File: config.mk
export PLATFORM = sky130hd
export DESIGN_NAME = class_file_stream_parser
export DESIGN_NICKNAME = d
export VERILOG_FILES = /design/src/cfsp_pkg.sv /design/src/class_file_stream_parser.sv /design/src/cfsp_parser.sv /design/src/cfsp_queue.sv
export SDC_FILE = /design/constraint.sdc
export NUM_CORES = 1
export LEC_CHECK = 0
export ABC_CLOCK_PERIOD_IN_PS = 17700
export BUFFER_PORTS_ARGS = -buffer_cell sky130_fd_sc_hd__buf_2
export CORE_MARGIN = 2
export CORE_UTILIZATION = 29
export CTS_CLUSTER_SIZE = 25
export DETAILED_ROUTE_END_ITERATION = 16
export HOLD_SLACK_MARGIN = 0.08
export PLACE_DENSITY = 0.43
export SLEW_MARGIN = 25
export SYNTH_ARGS = -nofsm -noshare
export SYNTH_HDL_FRONTEND = slang
export SYNTH_SLANG_ARGS = --single-unit
File: constraint.sdc
create_clock -name clk_i -period 17.7 [get_ports clk_i]
set_input_delay 0 -clock clk_i [delete_from_list [all_inputs] [get_ports clk_i]]
set_output_delay 0 -clock clk_i [all_outputs]
set_load 0.005 [all_outputs]
File: src/cfsp_pkg.sv
// cfsp_pkg: shared types and codes of the class file stream parser
// no dependencies
package cfsp_pkg;

  localparam int unsigned QueueDepth = 2;

  typedef enum logic [4:0] {
    PH_MAGIC, PH_MINOR, PH_MAJOR, PH_POOLCNT, PH_TAG, PH_E16A, PH_E16B,
    PH_E32A, PH_E32B, PH_ULEN, PH_UBYTE, PH_REFKIND, PH_ACC, PH_THIS,
    PH_SUPER, PH_IFCNT, PH_IF, PH_FCNT, PH_MACC, PH_MNAME, PH_MDESC,
    PH_MACNT, PH_ANAME, PH_ALEN, PH_ADATA, PH_MCNT, PH_CACNT, PH_DONE
  } phase_e;

  typedef enum logic [2:0] {
    SEC_HEADER, SEC_POOL, SEC_CLASS, SEC_IFACES, SEC_FIELDS, SEC_METHODS,
    SEC_ATTRS
  } section_e;

  typedef enum logic [1:0] {
    ERR_NONE, ERR_OVERRUN, ERR_BAD_TAG
  } err_e;

  localparam logic [7:0] TagUtf8 = 8'd1;
  localparam logic [7:0] TagInt = 8'd3;
  localparam logic [7:0] TagFloat = 8'd4;
  localparam logic [7:0] TagLong = 8'd5;
  localparam logic [7:0] TagDouble = 8'd6;
  localparam logic [7:0] TagClass = 8'd7;
  localparam logic [7:0] TagString = 8'd8;
  localparam logic [7:0] TagFieldRef = 8'd9;
  localparam logic [7:0] TagMethodRef = 8'd10;
  localparam logic [7:0] TagIfMethodRef = 8'd11;
  localparam logic [7:0] TagNameType = 8'd12;
  localparam logic [7:0] TagMethodHandle = 8'd15;
  localparam logic [7:0] TagMethodType = 8'd16;
  localparam logic [7:0] TagInvokeDyn = 8'd18;

  typedef struct packed {
    logic [4:0]  field_kind;
    logic [31:0] field_value;
    logic [15:0] pool_slot;
    logic [7:0]  entry_tag;
    logic [2:0]  section;
    logic [1:0]  error_code;
    logic        class_done;
  } result_t;

endpackage

File: src/class_file_stream_parser.sv
// class_file_stream_parser: top level, parser front end plus result queue
// depends on cfsp_pkg, cfsp_parser, cfsp_queue
//
// Takes a class file one byte per item and walks its layout (magic, versions,
// constant pool, class info, interfaces, fields, methods, class attributes).
// Every completed field and every raw payload byte gives one result item; an
// end of buffer before the class is complete gives an overrun item, after
// which bytes are ignored until reset, as are trailing bytes after the end.
// Rate: one byte per cycle while the result queue is not full; the parser
// updates its layout state once per byte, and a two-entry result queue keeps
// input flowing while an output item waits. Each result item is registered in the queue.
module class_file_stream_parser (
  input  logic        clk_i,
  input  logic        rst_ni,
  input  logic        in_valid_i,
  output logic        in_stall_o,
  input  logic [7:0]  data_byte_i,
  input  logic        end_of_buffer_i,
  output logic        out_valid_o,
  input  logic        out_stall_i,
  output logic [4:0]  field_kind_o,
  output logic [31:0] field_value_o,
  output logic [15:0] pool_slot_o,
  output logic [7:0]  entry_tag_o,
  output logic [2:0]  section_o,
  output logic [1:0]  error_code_o,
  output logic        class_done_o
);
  import cfsp_pkg::*;

  logic    take;
  logic    res_valid;
  logic    full;
  result_t res;
  result_t head;

  // stall only on a full queue, never on the output side directly
  assign in_stall_o = full;
  assign take       = in_valid_i && !full;

  cfsp_parser u_parser (
    .clk_i,
    .rst_ni,
    .take_i          (take),
    .data_byte_i,
    .end_of_buffer_i,
    .res_valid_o     (res_valid),
    .res_o           (res)
  );

  cfsp_queue u_queue (
    .clk_i,
    .rst_ni,
    .push_i  (res_valid),
    .data_i  (res),
    .full_o  (full),
    .valid_o (out_valid_o),
    .stall_i (out_stall_i),
    .data_o  (head)
  );

  assign field_kind_o  = head.field_kind;
  assign field_value_o = head.field_value;
  assign pool_slot_o   = head.pool_slot;
  assign entry_tag_o   = head.entry_tag;
  assign section_o     = head.section;
  assign error_code_o  = head.error_code;
  assign class_done_o  = head.class_done;

endmodule

File: src/cfsp_parser.sv
// cfsp_parser: front end, assembles fields byte by byte and walks the layout
// depends on cfsp_pkg
module cfsp_parser (
  input  logic              clk_i,
  input  logic              rst_ni,
  input  logic              take_i,
  input  logic [7:0]        data_byte_i,
  input  logic              end_of_buffer_i,
  output logic              res_valid_o,
  output cfsp_pkg::result_t res_o
);
  import cfsp_pkg::*;

  phase_e      phase_q, phase_d;
  logic [1:0]  bif_q, bif_d;
  logic [31:0] acc_q, acc_d;
  logic [15:0] pool_q, pool_d;
  logic [15:0] slot_q, slot_d;
  logic [15:0] mem_q, mem_d;
  logic [15:0] attr_q, attr_d;
  logic [31:0] pay_q, pay_d;
  logic [7:0]  tag_q, tag_d;
  logic        fin_q, fin_d;
  section_e    sec_q, sec_d;

  logic [31:0] acc_new;
  logic [1:0]  bif_inc;
  logic [2:0]  width;
  logic        complete;
  logic        done_now;
  logic        bad_tag;
  logic [15:0] v16;
  logic [15:0] pool_dec, mem_dec, attr_dec;
  logic [31:0] pay_dec;

  always_comb begin
    case (phase_q)
      PH_MAGIC, PH_E32A, PH_E32B, PH_ALEN: width = 3'd4;
      PH_TAG, PH_UBYTE, PH_REFKIND, PH_ADATA: width = 3'd1;
      default: width = 3'd2;
    endcase
  end

  assign acc_new  = {acc_q[23:0], data_byte_i};
  assign bif_inc  = bif_q + 2'd1;
  assign complete = (bif_inc == 2'd0) || ({1'b0, bif_inc} >= width);
  assign v16      = acc_new[15:0];
  assign pool_dec = pool_q - 16'd1;
  assign mem_dec  = mem_q - 16'd1;
  assign attr_dec = attr_q - 16'd1;
  assign pay_dec  = pay_q - 32'd1;

  always_comb begin
    phase_d = phase_q;
    bif_d = bif_q;
    acc_d = acc_q;
    pool_d = pool_q;
    slot_d = slot_q;
    mem_d = mem_q;
    attr_d = attr_q;
    pay_d = pay_q;
    tag_d = tag_q;
    fin_d = fin_q;
    sec_d = sec_q;
    done_now = 1'b0;
    bad_tag = 1'b0;
    res_valid_o = 1'b0;

    if (take_i && !fin_q) begin
      if (!complete) begin
        acc_d = acc_new;
        bif_d = bif_inc;
      end else begin
        acc_d = '0;
        bif_d = '0;
        if (phase_q == PH_TAG) tag_d = data_byte_i;
        case (phase_q)
          PH_MAGIC: phase_d = PH_MINOR;
          PH_MINOR: phase_d = PH_MAJOR;
          PH_MAJOR: begin
            phase_d = PH_POOLCNT;
            sec_d = SEC_POOL;
            slot_d = '0;
          end
          PH_POOLCNT: begin
            // a count of zero or one means an empty pool
            if (v16 <= 16'd1) begin
              pool_d = '0;
              phase_d = PH_ACC;
              sec_d = SEC_CLASS;
              slot_d = '0;
            end else begin
              pool_d = v16 - 16'd1;
              phase_d = PH_TAG;
            end
          end
          PH_TAG: begin
            case (data_byte_i)
              TagClass, TagString, TagMethodType, TagFieldRef, TagMethodRef,
              TagIfMethodRef, TagNameType, TagInvokeDyn: phase_d = PH_E16A;
              TagInt, TagFloat, TagLong, TagDouble: phase_d = PH_E32A;
              TagUtf8: phase_d = PH_ULEN;
              TagMethodHandle: phase_d = PH_REFKIND;
              default: begin
                bad_tag = 1'b1;
                phase_d = PH_E16B;
              end
            endcase
          end
          default: ;
        endcase

        // entry end handling, shared by the pool phases
        if (bad_tag || phase_q == PH_E16B || phase_q == PH_E32B ||
            (phase_q == PH_E16A && !(tag_q == TagFieldRef || tag_q == TagMethodRef ||
              tag_q == TagIfMethodRef || tag_q == TagNameType ||
              tag_q == TagInvokeDyn)) ||
            (phase_q == PH_E32A && !(tag_q == TagLong || tag_q == TagDouble)) ||
            (phase_q == PH_ULEN && v16 == 16'd0) ||
            (phase_q == PH_UBYTE && pay_dec == 32'd0)) begin
          slot_d = slot_q + 16'd1;
          pool_d = pool_dec;
          if (pool_dec == 16'd0) begin
            phase_d = PH_ACC;
            sec_d = SEC_CLASS;
            slot_d = '0;
          end else begin
            phase_d = PH_TAG;
          end
        end else begin
          case (phase_q)
            PH_E16A: phase_d = PH_E16B;
            PH_E32A: phase_d = PH_E32B;
            PH_ULEN: begin
              pay_d = {16'd0, v16};
              phase_d = PH_UBYTE;
            end
            PH_UBYTE: pay_d = pay_dec;
            PH_REFKIND: phase_d = PH_E16A;
            PH_ACC: phase_d = PH_THIS;
            PH_THIS: phase_d = PH_SUPER;
            PH_SUPER: begin
              phase_d = PH_IFCNT;
              sec_d = SEC_IFACES;
              slot_d = '0;
            end
            PH_IFCNT: begin
              mem_d = v16;
              if (v16 == 16'd0) begin
                phase_d = PH_FCNT;
                sec_d = SEC_FIELDS;
                slot_d = '0;
              end else begin
                phase_d = PH_IF;
              end
            end
            PH_IF: begin
              slot_d = slot_q + 16'd1;
              mem_d = mem_dec;
              if (mem_dec == 16'd0) begin
                phase_d = PH_FCNT;
                sec_d = SEC_FIELDS;
                slot_d = '0;
              end
            end
            PH_FCNT, PH_MCNT: begin
              mem_d = v16;
              if (v16 != 16'd0) begin
                phase_d = PH_MACC;
              end else if (phase_q == PH_FCNT) begin
                phase_d = PH_MCNT;
                sec_d = SEC_METHODS;
                slot_d = '0;
              end else begin
                phase_d = PH_CACNT;
                sec_d = SEC_ATTRS;
                slot_d = '0;
              end
            end
            PH_MACC: phase_d = PH_MNAME;
            PH_MNAME: phase_d = PH_MDESC;
            PH_MDESC: phase_d = PH_MACNT;
            PH_MACNT: begin
              attr_d = v16;
              if (v16 != 16'd0) phase_d = PH_ANAME;
            end
            PH_CACNT: begin
              attr_d = v16;
              if (v16 != 16'd0) phase_d = PH_ANAME;
            end
            PH_ANAME: phase_d = PH_ALEN;
            PH_ALEN: begin
              pay_d = acc_new;
              if (acc_new != 32'd0) phase_d = PH_ADATA;
            end
            PH_ADATA: pay_d = pay_dec;
            default: ;
          endcase

          // attribute end
          if ((phase_q == PH_ALEN && acc_new == 32'd0) ||
              (phase_q == PH_ADATA && pay_dec == 32'd0)) begin
            attr_d = attr_dec;
            if (sec_q == SEC_ATTRS) slot_d = slot_q + 16'd1;
            if (attr_dec != 16'd0) begin
              phase_d = PH_ANAME;
            end else if (sec_q == SEC_ATTRS) begin
              phase_d = PH_DONE;
              fin_d = 1'b1;
              done_now = 1'b1;
            end
          end
          if (phase_q == PH_CACNT && v16 == 16'd0) begin
            phase_d = PH_DONE;
            fin_d = 1'b1;
            done_now = 1'b1;
          end

          // member end
          if ((phase_q == PH_MACNT && v16 == 16'd0) ||
              (((phase_q == PH_ALEN && acc_new == 32'd0) ||
                (phase_q == PH_ADATA && pay_dec == 32'd0)) &&
               attr_dec == 16'd0 && sec_q != SEC_ATTRS)) begin
            slot_d = slot_q + 16'd1;
            mem_d = mem_dec;
            if (mem_dec != 16'd0) begin
              phase_d = PH_MACC;
            end else if (sec_q == SEC_FIELDS) begin
              phase_d = PH_MCNT;
              sec_d = SEC_METHODS;
              slot_d = '0;
            end else begin
              phase_d = PH_CACNT;
              sec_d = SEC_ATTRS;
              slot_d = '0;
            end
          end

          if (phase_q == PH_DONE) begin
            fin_d = 1'b1;
            done_now = 1'b1;
          end
        end
      end

      if (end_of_buffer_i && !done_now) begin
        fin_d = 1'b1;
        res_valid_o = 1'b1;
      end else begin
        res_valid_o = complete;
      end
    end
  end

  always_comb begin
    res_o.field_kind  = phase_q;
    res_o.field_value = complete ? acc_new : 32'd0;
    res_o.pool_slot   = slot_q;
    res_o.entry_tag   = (sec_q == SEC_POOL) ? tag_d : 8'd0;
    res_o.section     = sec_q;
    res_o.class_done  = done_now;
    if (end_of_buffer_i && !done_now) res_o.error_code = ERR_OVERRUN;
    else if (bad_tag) res_o.error_code = ERR_BAD_TAG;
    else res_o.error_code = ERR_NONE;
  end

  always_ff @(posedge clk_i or negedge rst_ni) begin
    if (!rst_ni) begin
      phase_q <= PH_MAGIC;
      bif_q <= '0;
      acc_q <= '0;
      pool_q <= '0;
      slot_q <= '0;
      mem_q <= '0;
      attr_q <= '0;
      pay_q <= '0;
      tag_q <= '0;
      fin_q <= 1'b0;
      sec_q <= SEC_HEADER;
    end else begin
      phase_q <= phase_d;
      bif_q <= bif_d;
      acc_q <= acc_d;
      pool_q <= pool_d;
      slot_q <= slot_d;
      mem_q <= mem_d;
      attr_q <= attr_d;
      pay_q <= pay_d;
      tag_q <= tag_d;
      fin_q <= fin_d;
      sec_q <= sec_d;
    end
  end

endmodule

File: src/cfsp_queue.sv
// cfsp_queue: short result queue that feeds the output channel
// depends on cfsp_pkg
module cfsp_queue (
  input  logic              clk_i,
  input  logic              rst_ni,
  input  logic              push_i,
  input  cfsp_pkg::result_t data_i,
  output logic              full_o,
  output logic              valid_o,
  input  logic              stall_i,
  output cfsp_pkg::result_t data_o
);
  import cfsp_pkg::*;

  localparam int unsigned PtrW = $clog2(QueueDepth);

  result_t         mem_q [QueueDepth];
  logic [PtrW-1:0] wr_q, rd_q;
  logic [PtrW:0]   cnt_q;
  logic            pop;

  assign valid_o = cnt_q != '0;
  assign full_o  = cnt_q == (PtrW + 1)'(QueueDepth);
  assign pop     = valid_o && !stall_i;
  assign data_o  = mem_q[rd_q];

  always_ff @(posedge clk_i) begin
    if (push_i) mem_q[wr_q] <= data_i;
  end

  always_ff @(posedge clk_i or negedge rst_ni) begin
    if (!rst_ni) begin
      wr_q <= '0;
      rd_q <= '0;
      cnt_q <= '0;
    end else begin
      if (push_i) wr_q <= (wr_q == PtrW'(QueueDepth - 1)) ? '0 : wr_q + 1'b1;
      if (pop) rd_q <= (rd_q == PtrW'(QueueDepth - 1)) ? '0 : rd_q + 1'b1;
      cnt_q <= cnt_q + (PtrW + 1)'(push_i) - (PtrW + 1)'(pop);
    end
  end

endmodule

# Word level (Yosys, flattened, before mapping)
# Memory sizes are Yosys's and may differ from the RTL's.
# Cells that the tools add are included.
# classes
n_mux	89
n_addsub	11
n_eq_ne	55
reduce_logical	69
order_cmp	2
n_bitwise	1
# op_table
operator	count
$mux 16	16
$pmux 32 s3	1
$eq 8x4->1 const B	10
$pmux 5 s16	1
$logic_not 16->1	4
$logic_not 32->1	2
$pmux 16 s2	2
$pmux 16 s4	1
$sub 16x1->16 const B	4
$eq 5x5->1 const B	12
$mux 5	11
$eq 8x3->1 const B	6
$reduce_bool 16->1	3
$eq 5x4->1 const B	8
$mux 32	1
$mux 8	4
$reduce_bool 32->1	1
$sub 32x1->32 const B	1
$mux 1	30
$pmux 5 s5	1
$eq 8x5->1 const B	3
$mux 24	1
$mux 3	8
$eq 5x3->1 const B	4
other kinds (40)	92
# word_totals
word_cells	243
regBits	143
inputBits	13
mem_bits_ro	96
out_inout_bits	69
mem_bits_rw	134
n_memories	2
# mem_list
memory	words	width	read_ports	rd_ports_with_merged_regs	write_ports	line	text
u_queue.mem_q	2	67	1	0	1	cfsp_queue.sv:17	result_t mem_q [QueueDepth];
(no name shown)	32	3	1	0	0	cfsp_parser.sv:37	case (phase_q)

# Depth between registers and ports, before layout
# logic_depth
ltp_word	21
mapped_depth	20
ltp_nobuf	16

# Modules after synthesis
# Synthesis repeated with hierarchy kept, for this count alone.
# hier_totals
cells_unflattened	1642
area_unflattened_um2	16134.2
# modules_own_cells
mod	seq_area_each_um2	area_per_inst_um2	instances	cells_per_inst
cfsp_parser	3478.3	10990.5	1	1414
cfsp_queue	4124.0	5129.9	1	227
class_file_stream_parser	0.0	13.8	1	1

# Worst setup path before layout
# OpenSTA, ideal clock, no wires.
# synth_path
kind	register -> register
start	register u_parser.phase_q[3]
end	memory u_queue.mem_q[0][0] in the netlist's numbering (enable)
path_stages_with_launch	16
setup_slack_ns	11.748
n_path_buf	4
required_ns	17.207
arrival_time_ns	5.459
synth_period_minus_slack_ns	5.952
setup_ns	0.493
cell_sequence	dfrtp_1 > clkbuf_1 > clkbuf_1 > buf_1 > nand2_1 > o21ai_0 > nor2_1 > a31oi_1 > o21ai_0 > ha_1 > a21oi_1 > a221oi_1 > or2_2 > clkbuf_1 > o21ai_0 > nor2_1
# synth_between
elab_chain_len	19
word_cells_on_any_way	43
cone_classes	order compare: 1; eq/ne: 11; mux: 13; reduce/logical: 17; memory: 1
# synth_rtl
item	line	text
start, declared	cfsp_parser.sv:14	phase_e phase_q, phase_d;
start signal, assigned	cfsp_parser.sv:281	phase_q <= phase_d;
branches (longest 15 deep; another with $mem_v2 32x3)	-	
$mux 1 *	cfsp_parser.sv:246	if (end_of_buffer_i && !done_now) begin
$mux 1 *	cfsp_parser.sv:69	if (take_i && !fin_q) begin
$mux 1 *	cfsp_queue.sv:28	if (push_i) mem_q[wr_q] <= data_i;
$mux 1 (not written as such) *	cfsp_queue.sv:28	
end, declared	cfsp_queue.sv:17	
# Every way passes the cells marked *. The select of a mux whose other input is x is not followed.

# Worst setup path in the final report
# layout_path
start	register u_parser.phase_q[4]
end	memory u_queue.mem_q[0][18] in the netlist's numbering (enable)
# The elaborated chain is that of the path after synthesis.

==> results.md <==
* Status: complete, no violations
* Async set or reset register ratio after synthesis at between 50% and 60%
* Synth cell types at 85
* Initial antenna violation count at 5
* Die height at 237 microns
* CP most frequent cell: o21ai_0
* Post-synth top flop: dfrtp_1
* Max-cap violations at 0
* Sw frac at between 30% and 40%
* Flop pwr share at between 30% and 40%
* # nets final at around 1700
* Antenna-violating nets left at 0
* Total clock sinks at about 280
* Final setup violation count at 0
* Initial DRC count at about 1000
* Number of global-route vias before repair at 12400
* Crit Path Max Fanout at approximately 60
* Vias at 13000
* Postcts setup bufs at 0
* Core Area at approximately 54000 sq um
* Reg2Reg Setup Slack at 12.71 ns
* Final WL at between 50000 and 60000 microns
* Yosys top cell by area: edfxtp_1
* Switch Pwr at ~1 mW
* Setup Crit Path Kind: reg2reg
* Arr. time, crit path at 5.16 ns
* Synth top area share at between 20 and 30%
* GRT overflow at 0
* Synthesized netlist cell count at about 1600
* Post-route minimum period at roughly 5 ns
* Synth Warn # at 0
* CP max stage cell: dfrtp_1
* Number of synthesized flops with an enable pin at approximately 130
* CP Depth at 11
* Clock Tree Root: clkbuf_16
* Clock Skews at between 0.015 and 0.02 ns
* Reg2reg end: u_queue.mem_q[0][18]
* Global-route wire length before repair at 77500 microns
* Commonest cells in the netlist: o21ai_0, nor2_1, nand2_1
* Pleak at ~6.9 nW
* Area growth syn-to-layout at 14.9%
* Final hold violations at 0
* Fin Setup TNS at 0 ns
* Num rows at 85
* Post-DP HPWL at roughly 33000 microns
* Slew Limit Fails at 0
* Die area at 56100 sq um
* Critical path required time at about 18 ns
* Finished Layout Cells at roughly 2400
* H-Tree Depth at 2
* Vias/cell at around 5.4
* PnR Total Power at 2.56 mW
* Starting Density at 29.3%
* RSZ-0062 raised after global routing: false
* CP max stage delay at 0.81 ns
* CP delay by family, top: simple AND/OR/NAND/NOR gates
* Power Internal at between 1.5 and 2 mW
* Fmax at 201 MHz
* DRT Pass-1 Iters at 6
* Worst Path Buf+Inv at 1
* WL per Instance at slightly above 20 microns
* Slew margin rel. at between 30% and 40%
* Total global-route track usage at around 18%
* Post-synthesis net count at approximately 1700
* Number of placed I/O pins at between 80 and 90
* # diodes at 0
* Synth Cell Area at roughly 16000 sq um
* Fill cells at 5500
* PD cells at 142 nW/um^2
* Proportion of layout cells with a drive suffix above 1 at between 15 and 20%
* GPL Wtd Cong at between 0.9 and 1
* Slew @ Worst Pin at 1.01 ns
* Seq/Total Area, Yosys at slightly below 50%
* Peak supply drop at approximately 100 uV
* TritonCTS Buffers at 35
* DRC Markers at 0
* CTS max path bufs at 3
* Hold/Removal Path Class: in2async
* CTS clk-pin slew, worst paths at roughly 0.06 ns
* Clock Power Share at 26.6%
* Placed insts at approximately 2300
* Largest net degree at the start of global routing at 82
* Hold_buf cts at 11
* Logic pwr share at about two fifths
* Avg Inst Size Synth at between 9 and 10 sq um
* Tcrit/Tclk final at between 20 and 30%
* Crit end category: register
* CTS resizes at 0
* Top post-synthesis cells by area: edfxtp_1, dfrtp_1, mux2_2, o21ai_0, nor2_1
* Die Wd at around 240 microns
* CTS tree: done
* Port Buf Inserts at 81
* Cell Chain, Critical Path: nor2b_1, nand3_1, o21ai_0, ha_1, nand2b_1, a21oi_1, a221oi_1, or2_2, o21ai_0, nor2_4, buf_4
* Count leader, synth: o21ai_0
* Worst skew pair latency at 0.55 ns
* Synth Register Bits at ~280
* Reg2Reg Depth at 11
* Kind of start point of the critical path: register
* Reg-to-reg startpoint: u_parser.phase_q[4]
[cell type report]
| cell class | instances | area (sq um) | share of cell area, % |
|---|---|---|---|
| multi-input cells | 1225 | 7610 | 42.2 |
| flip-flops and latches | 277 | 7600 | 42.1 |
| clock buffers | 53 | 995 | 5.51 |
| well taps | 696 | 871 | 4.82 |
| repair buffers | 123 | 787 | 4.36 |
| inverters | 30 | 113 | 0.623 |
| clock inverters | 9 | 81.3 | 0.450 |
[worst reg2reg max path: cells and delay by family, from the launching register on]
family / cells / cell delay [ns]
adder cells (fa/ha/maj): 1 / 0.16
buffers and inverters: 1 / 0.53
AO/OA/AOI/OAI: 4 / 0.88
AND/OR/NAND/NOR: 5 / 2.19
flip-flops: 1 / 0.81
[power by group through the flow]
stage               Sequential [mW]  Combinational [mW]  Clock, mW
finish                        0.903               0.974      0.682
global route                  0.922                1.09      0.734
CTS                           0.905               0.980      0.704
detailed placement            0.916               0.973          0
global placement              0.914               0.968          0
floorplan                     0.863               0.694          0
[kinds of logic after synthesis]
logic type / Yosys count / synth area share (%)
AO/OA/AOI/OAI: 438 / 17.2
multiplexers: 82 / 5.82
flip-flops: 277 / 48.3
AND/OR/NAND/NOR: 644 / 21.0
XOR/XNOR: 36 / 2.00
buffers and inverters: 144 / 3.64
adder cells (fa/ha/maj): 25 / 1.97
[placed cells by master, fill, tap and decap left out, types with 41 or more instances in the layout]
| cell | count |
|---|---|
| and2_1 | 41 |
| nand3_1 | 41 |
| mux2_2 | 76 |
| dfrtp_1 | 142 |
| a21oi_1 | 97 |
| o21ai_0 | 154 |
| nor3_1 | 54 |
| nor2_1 | 149 |
| buf_2 | 80 |
| nand2_1 | 148 |
| edfxtp_1 | 134 |
[registers in the layout, summed over array words and instances (netlist names)]
name	flops
u_queue.rd_q	1
u_parser.pay_q	32
u_parser.attr_q	16
u_parser.tag_q	8
u_parser.phase_q	5
u_parser.sec_q	3
u_queue.wr_q	1
u_parser.bif_q	2
u_queue.cnt_q	2
u_parser.slot_q	16
u_parser.fin_q	1
u_parser.pool_q	16
u_queue.mem_q	134
u_parser.acc_q	24
u_parser.mem_q	16
[how the worst max path moves through the flow]
stage | from | to | slack (ns)
6_report | u_parser.phase_q[4] | u_queue.mem_q[0][18] | 12.71
5_1_grt | u_parser.phase_q[4] | u_queue.mem_q[0][18] | 12.21
4_1_cts | u_parser.phase_q[4] | u_queue.mem_q[0][25] | 12.26
2_1_floorplan | u_parser.phase_q[3] | u_queue.mem_q[0][0] | 11.75
3_5_place_dp | u_parser.phase_q[4] | u_queue.mem_q[0][25] | 12.30
3_3_place_gp | u_parser.phase_q[4] | u_queue.mem_q[0][22] | 12.35
[per-layer routing]
metal  vias up  part of all wire [%]  wire [microns]  GRT usage (%)
met1      6401                    47           23400           25.3
met2       333                    45           22600           27.9
li1       6174                     -               -              -
met3        65                   6.1            3050           3.88
met4         4                   1.8             887           4.35
met5         -                 0.046              23              0
[metrics by stage]
step	utilization, %	hold WS [ns]	worst slack [ns]	instance area (sq um)
3_3_place_gp	31.3	0.149	12.35	16800
4_1_cts	33.5	0.111	12.26	18000
3_5_place_dp	31.3	0.157	12.30	16800
5_1_grt	33.6	0.155	12.21	18100
2_1_floorplan	-	-0.296	11.75	15700
6_report	33.6	0.0876	12.71	18100
No activity file was read; power rests on OpenSTA's default activity.
